$ cat config.mk
export PLATFORM = sky130hd
export DESIGN_NAME = modular_exponentiation
export DESIGN_NICKNAME = d
export VERILOG_FILES = /design/src/rtl/modexp_pkg.sv /design/src/rtl/modular_exponentiation.sv
export SDC_FILE = /design/constraint.sdc
export NUM_CORES = 1
export LEC_CHECK = 0
export BUFFER_PORTS_ARGS = -buffer_cell sky130_fd_sc_hd__buf_2
export CORE_MARGIN = 4
export CORE_UTILIZATION = 30
export CTS_BUF_LIST = sky130_fd_sc_hd__clkbuf_16
export CTS_CLUSTER_DIAMETER = 50
export CTS_CLUSTER_SIZE = 40
export DETAILED_ROUTE_END_ITERATION = 10
export PLACE_DENSITY = 0.53
export SYNTH_ARGS = -nofsm -noshare
export SYNTH_HDL_FRONTEND = slang
export SYNTH_SLANG_ARGS = --single-unit
$ cat constraint.sdc
create_clock -name clk -period 7.63 [get_ports clk]
set_clock_uncertainty 0.2 [all_clocks]
set_input_delay 1.1445 -clock clk [delete_from_list [all_inputs] [get_ports clk]]
set_output_delay 1.1445 -clock clk [all_outputs]
set_load 0.05 [all_outputs]
$ cat src/rtl/modexp_pkg.sv
`timescale 1ns / 1ps
`default_nettype none

package modexp_pkg;

    localparam int MSG_WIDTH       = 63;
    localparam int RES_WIDTH       = 31;
    localparam int CFG_INDEX_WIDTH = 8;
    localparam int CFG_DATA_WIDTH  = 32;
    localparam int CNT_WIDTH       = $clog2(MSG_WIDTH);

    localparam logic [CFG_INDEX_WIDTH-1:0] CFG_MODULUS  = CFG_INDEX_WIDTH'(0);
    localparam logic [CFG_INDEX_WIDTH-1:0] CFG_EXPONENT = CFG_INDEX_WIDTH'(1);

endpackage

`default_nettype wire

$ cat src/rtl/modular_exponentiation.sv
`timescale 1ns / 1ps
`default_nettype none

// Computes message^exponent mod modulus by right-to-left square-and-multiply, with modulus
// and exponent set through the configuration port. One shift-add-reduce unit does all the
// arithmetic, one bit per cycle: it first reduces the message by the modulus, then does
// each multiply and each square bit by bit, from the exponent's low bit up to its top set
// bit. The next item can be taken once the result has gone to the output register. A zero
// modulus gives 0, also with a zero exponent, and otherwise a zero exponent gives 1; both
// skip the arithmetic. Input is stalled while an item is in progress; a finished result
// waits in an output register, and a further result waits until that register has been
// read.
module modular_exponentiation #(
    parameter int MOD_WIDTH = 31,
    parameter int EXP_WIDTH = 32
) (
    input  wire logic                                   clk,
    input  wire logic                                   rst_n,
    input  wire logic                                   in_valid,
    output logic                                        in_stall,
    input  wire logic [modexp_pkg::MSG_WIDTH-1:0]       message,
    output logic                                        out_valid,
    input  wire logic                                   out_stall,
    output logic [modexp_pkg::RES_WIDTH-1:0]            result,
    input  wire logic                                   cfg_valid,
    output logic                                        cfg_ready,
    input  wire logic [modexp_pkg::CFG_INDEX_WIDTH-1:0] cfg_index,
    input  wire logic [modexp_pkg::CFG_DATA_WIDTH-1:0]  cfg_data
);
    import modexp_pkg::*;

    localparam int IDX_WIDTH  = $clog2(MOD_WIDTH);
    localparam int STEP_WIDTH = MOD_WIDTH + 2;

    typedef enum logic [2:0] {
        ST_IDLE,
        ST_REDUCE,
        ST_MUL,
        ST_SQR,
        ST_FINISH
    } state_t;

    state_t                 state_reg, state_next;
    logic [MOD_WIDTH-1:0]   modulus_reg;
    logic [EXP_WIDTH-1:0]   exponent_reg;
    logic [MSG_WIDTH-1:0]   msg_reg, msg_next;
    logic [EXP_WIDTH-1:0]   exp_reg, exp_next;
    logic [MOD_WIDTH-1:0]   acc_reg, acc_next;
    logic [MOD_WIDTH-1:0]   pw_reg, pw_next;
    logic [MOD_WIDTH-1:0]   r_reg, r_next;
    logic [CNT_WIDTH-1:0]   cnt_reg, cnt_next;
    logic [RES_WIDTH-1:0]   result_reg, result_next;
    logic                   out_valid_reg, out_valid_next;

    logic [MOD_WIDTH-1:0]   addend;
    logic [STEP_WIDTH-1:0]  step_sum;
    logic [STEP_WIDTH-1:0]  step_m1;
    logic [STEP_WIDTH-1:0]  step_m2;
    logic [MOD_WIDTH-1:0]   step_out;

    assign in_stall  = (state_reg != ST_IDLE);
    assign out_valid = out_valid_reg;
    assign result    = result_reg;
    assign cfg_ready = 1'b1;

    always_ff @(posedge clk or negedge rst_n)
    begin
        if (!rst_n)
        begin
            modulus_reg  <= MOD_WIDTH'(1);
            exponent_reg <= EXP_WIDTH'(1);
        end
        else if (cfg_valid && cfg_ready)
        begin
            if (cfg_index == CFG_MODULUS)
            begin
                modulus_reg <= cfg_data[MOD_WIDTH-1:0];
            end
            else if (cfg_index == CFG_EXPONENT)
            begin
                exponent_reg <= cfg_data[EXP_WIDTH-1:0];
            end
        end
    end

    // The shared step: r = (2r + addend) mod m, with r below m and addend no greater than m.
    always_comb
    begin
        case (state_reg)
            ST_REDUCE: addend = MOD_WIDTH'(msg_reg[cnt_reg]);
            ST_MUL:    addend = acc_reg[cnt_reg[IDX_WIDTH-1:0]] ? pw_reg : '0;
            ST_SQR:    addend = pw_reg[cnt_reg[IDX_WIDTH-1:0]] ? pw_reg : '0;
            default:   addend = '0;
        endcase
        step_sum = STEP_WIDTH'({r_reg, 1'b0}) + STEP_WIDTH'(addend);
        step_m1  = STEP_WIDTH'(modulus_reg);
        step_m2  = STEP_WIDTH'({modulus_reg, 1'b0});
        if (step_sum >= step_m2)
        begin
            step_out = MOD_WIDTH'(step_sum - step_m2);
        end
        else if (step_sum >= step_m1)
        begin
            step_out = MOD_WIDTH'(step_sum - step_m1);
        end
        else
        begin
            step_out = MOD_WIDTH'(step_sum);
        end
    end

    always_comb
    begin
        state_next     = state_reg;
        msg_next       = msg_reg;
        exp_next       = exp_reg;
        acc_next       = acc_reg;
        pw_next        = pw_reg;
        r_next         = r_reg;
        cnt_next       = cnt_reg;
        result_next    = result_reg;
        out_valid_next = out_valid_reg;

        if (out_valid_reg && !out_stall)
        begin
            out_valid_next = 1'b0;
        end

        case (state_reg)
            ST_IDLE:
            begin
                if (in_valid)
                begin
                    msg_next = message;
                    exp_next = exponent_reg;
                    r_next   = '0;
                    cnt_next = CNT_WIDTH'(MSG_WIDTH - 1);
                    if (modulus_reg == '0)
                    begin
                        acc_next   = '0;
                        state_next = ST_FINISH;
                    end
                    else if (exponent_reg == '0)
                    begin
                        acc_next   = MOD_WIDTH'(1);
                        state_next = ST_FINISH;
                    end
                    else
                    begin
                        acc_next   = MOD_WIDTH'(1);
                        state_next = ST_REDUCE;
                    end
                end
            end
            ST_REDUCE:
            begin
                r_next   = step_out;
                cnt_next = cnt_reg - CNT_WIDTH'(1);
                if (cnt_reg == '0)
                begin
                    pw_next    = step_out;
                    r_next     = '0;
                    cnt_next   = CNT_WIDTH'(MOD_WIDTH - 1);
                    state_next = exp_reg[0] ? ST_MUL : ST_SQR;
                end
            end
            ST_MUL:
            begin
                r_next   = step_out;
                cnt_next = cnt_reg - CNT_WIDTH'(1);
                if (cnt_reg == '0)
                begin
                    acc_next   = step_out;
                    r_next     = '0;
                    cnt_next   = CNT_WIDTH'(MOD_WIDTH - 1);
                    state_next = (exp_reg[EXP_WIDTH-1:1] == '0) ? ST_FINISH : ST_SQR;
                end
            end
            ST_SQR:
            begin
                r_next   = step_out;
                cnt_next = cnt_reg - CNT_WIDTH'(1);
                if (cnt_reg == '0)
                begin
                    pw_next    = step_out;
                    r_next     = '0;
                    cnt_next   = CNT_WIDTH'(MOD_WIDTH - 1);
                    exp_next   = exp_reg >> 1;
                    state_next = exp_reg[1] ? ST_MUL : ST_SQR;
                end
            end
            ST_FINISH:
            begin
                if (!out_valid_reg || !out_stall)
                begin
                    result_next    = RES_WIDTH'(acc_reg);
                    out_valid_next = 1'b1;
                    state_next     = ST_IDLE;
                end
            end
            default:
            begin
                state_next = ST_IDLE;
            end
        endcase
    end

    always_ff @(posedge clk or negedge rst_n)
    begin
        if (!rst_n)
        begin
            state_reg     <= ST_IDLE;
            out_valid_reg <= 1'b0;
            msg_reg       <= '0;
            exp_reg       <= '0;
            acc_reg       <= '0;
            pw_reg        <= '0;
            r_reg         <= '0;
            cnt_reg       <= '0;
            result_reg    <= '0;
        end
        else
        begin
            state_reg     <= state_next;
            out_valid_reg <= out_valid_next;
            msg_reg       <= msg_next;
            exp_reg       <= exp_next;
            acc_reg       <= acc_next;
            pw_reg        <= pw_next;
            r_reg         <= r_next;
            cnt_reg       <= cnt_next;
            result_reg    <= result_next;
        end
    end

    a_partial_reduced: assert property (@(posedge clk) disable iff (!rst_n)
        (state_reg == ST_MUL || state_reg == ST_SQR) |-> (r_reg < modulus_reg))
        else $error("partial remainder not below the modulus");

    a_result_range: assert property (@(posedge clk) disable iff (!rst_n)
        (out_valid && modulus_reg != '0 && result >= RES_WIDTH'(modulus_reg))
        |-> (result == RES_WIDTH'(1)))
        else $error("result beat not reduced by the modulus");

    a_busy_after_accept: assert property (@(posedge clk) disable iff (!rst_n)
        (in_valid && !in_stall) |=> in_stall)
        else $error("input taken again before the item finished");

endmodule

`default_nettype wire

==> results_dict.tcl <==
set metrics [dict create \
    status "complete, no violations" \
    wl_mm 54.7 \
    core_um2 60200 \
    die_w_um 254 \
    avgSynthCellArea_um2 9.36 \
    hold_class "flip-flop to flip-flop" \
    initial_utilization_pct 30.2 \
    cp.arrival_ns 7.59 \
    pwr-share-seq_pct 38.6 \
    gr-usage-met2_pct 28.8 \
    fin_crit_ns 7.39 \
    clk_pin_slew_ns 0.07 \
    crit_path_max_incr_delay_ns 0.72 \
    grt_use_met1_pct 21.8 \
    p_sw_uw 2000 \
    drc 0 \
    num_vias 15100 \
    p_clk_share_pct 27.8 \
    die_area_um2 64700 \
    ir_drop_mv 0.191 \
    grt_pass1_vias 14900 \
    antenna_found_initial 0 \
    busiest_layer "met2" \
    yosysMostFrequentCell "nand2_1" \
    die_h_um 254 \
    synth_area_leader_cell "dfrtp_1" \
    final_layout_size_suffix_gt1_share_pct 21.4 \
    syn-num-nets 2150 \
    nNetsFinal 2291 \
    grt_use_total_pct 16.4 \
    setup_tns_ns 0 \
    fin_ws_ns 0.237 \
    wl_per_cell_um 18.9 \
    synthSimpleGateAreaFrac_pct 16.7 \
    std_cell_rows 90 \
    netlist_top_cells_area "dfrtp_1, nand2_1, ha_1" \
    synth_compound_area_share_pct 16.3 \
    clockBufferDepth 3 \
    worstPathMaxFanout 24 \
    portBuffers 140 \
    synth_top_area_share_pct 39.8 \
    ys_seq_elements 292 \
    cts.sinks 292 \
    synth_common_cells "nand2_1, dfrtp_1, o21ai_0" \
    power.leakage_uw 0.0105 \
    fin_total_pwr_uw 5180 \
    cts_tree "done" \
    syn2layout_area_growth_pct 16.9 \
    root_buffer "clkbuf_16" \
    num_io_pins 142 \
    critPathMostFrequentCell "a211oi_2" \
    synth-adder-area-share_pct 6.72 \
    worstSkewPairLatency_ns 0.59 \
    hpwl_mm 41.7 \
    tightest_slew_ns 1.13 \
    setup.worst_path.start_class "flip-flop" \
    p_per_area_nw_per_um2 243 \
    drt-pass1-iter-count 5 \
    switching_share_pct 38.7 \
    final.fill_count 6109 \
    cts_inserted_buffers 28 \
    pwr-share-comb_pct 33.6 \
    placed_area_um2 20000 \
    grt.overflow.total 0 \
    yosysSeqAreaShare_pct 40.1 \
    maxSlewHeadroom_pct 24.2 \
    synthFlopType "dfrtp_1" \
    yosysUniqueCellTypes 82 \
    synth-edff-count 0 \
    synth_top_family_by_area "simple AND/OR/NAND/NOR gates" \
    cts_max_level 1 \
    crit_type "flip-flop to flip-flop" \
    syn_area_um2 18200 \
    fmax_mhz 135 \
    avgViaCountPerCell 5.21 \
    fin_area_um2 21300 \
    synth-xor-area-share_pct 3.56 \
    hold_viol 0 \
    globalRouteMet3Util_pct 1.20 \
    ant_nets 0 \
    whs_ns 0.274 \
    setup_violations 0 \
    slowest_stage "or4b_2" \
    hold_buffers 0 \
    cap_viol_max_count 0 \
    n_antenna_cell 0 \
    synthMuxAreaShare_pct 13.0 \
    synthCells 1946 \
    place_congestion 0.925 \
    grt_pass1_wl_mm 85.2 \
    largest_reg_flops 63 \
    p_int_uw 3180 \
    drtIter0Drc 1133 \
    fin_crit_sh_pct 96.9 \
    crit_path_end_kind "flip-flop" \
    slew_viol_final 0 \
    worstPathRequired_ns 7.83 \
    post-place-ws_ns -0.0911 \
    synthArstFlopShare_pct 100 \
    rsz0062_at_grt "yes" \
    grt_max_degree 176 \
    yosys_warnings 0 \
]
## worst paths after layout
check / depth (start not counted) / from / end / slack [ns]
max in group asynchronous: 2 / rst_n / exp_reg[20] / 5.29
worst min register to register: 2 / msg_reg[35] / msg_reg[35] / 0.27
min in group asynchronous: 1 / rst_n / msg_reg[11] / 0.39
worst max register to register: 25 / cnt_reg[0] / r_reg[14] / 0.24
worst min-delay path: 2 / msg_reg[35] / msg_reg[35] / 0.27
worst max-delay path: 25 / cnt_reg[0] / r_reg[14] / 0.24
## what timing repair did
item | in CTS | in global routing
pin swaps | 0 | 4
setup buffers | 0 | 4
gates resized for setup | 6 | 42
cloned | 0 | 0
endpoints found under the setup margin | 22 | 93
## layout by cell type, fill, tap and decap left out, types with 42 or more instances in the layout
master   synthesis  final
nor2_1          65     62
a21oi_1         98     94
dfrtp_1        290    289
o21ai_0        173    172
inv_1           54     56
and2_1          43     42
buf_2            4    139
mux2_2          93     93
ha_1            93     93
xnor2_1         46     45
buf_4            4     58
mux2i_1         68     57
nand2_1        387    384
## cell families after synthesis
| kind of cell | count (synthesis) |
|---|---|
| muxes | 190 |
| and+or+nand+nor | 672 |
| adders and majority gates | 96 |
| buffers and inverters | 151 |
| other | 1 |
| DFF | 292 |
| xor gates and xnor gates | 74 |
| AOI/OAI and AO/OA | 470 |
## routing by layer
layer,routed length (µm),part of all wire [%]
met1,23700,43
met2,27500,50
met3,1960,3.6
met4,1540,2.8
met5,0,0
## cell type report
type                    count  area, µm²  share of cell area (%)
clock buffers              28        701                    3.29
clock inverters            24        265                    1.25
multi-input cells        1503      10600                    49.6
repair buffers            205       1260                    5.93
well taps                 782        978                    4.59
flip-flops and latches    292       7310                    34.3
inverters                  57        214                    1.00
## critical path, delay by kind of cell, from the launching register on
kind	cells	cell delay, ns
AOI/OAI and AO/OA	13	2.92
adders and majority gates	3	0.97
muxes	2	0.88
xor gates and xnor gates	1	0.20
and+or+nand+nor	3	1.05
buffers and inverters	3	0.54
DFF	1	0.44
## power groups by stage
stage	Clock (µW)	Sequential, µW	Combinational [µW]
after floorplan	0	2070	1080
after global placement	0	2020	1700
after detailed placement	0	2030	1710
after CTS	1480	2000	1730
after global routing	1540	2030	1910
final	1440	2000	1740
## metrics by stage
stage	std cells	utilization, %
after global routing	2891	35.4
after floorplan	1946	-
after CTS	2887	34.9
final	2891	35.4
after detailed placement	2835	33.3
after global placement	2835	33.3
No activity file was read; power rests on OpenSTA's default activity.
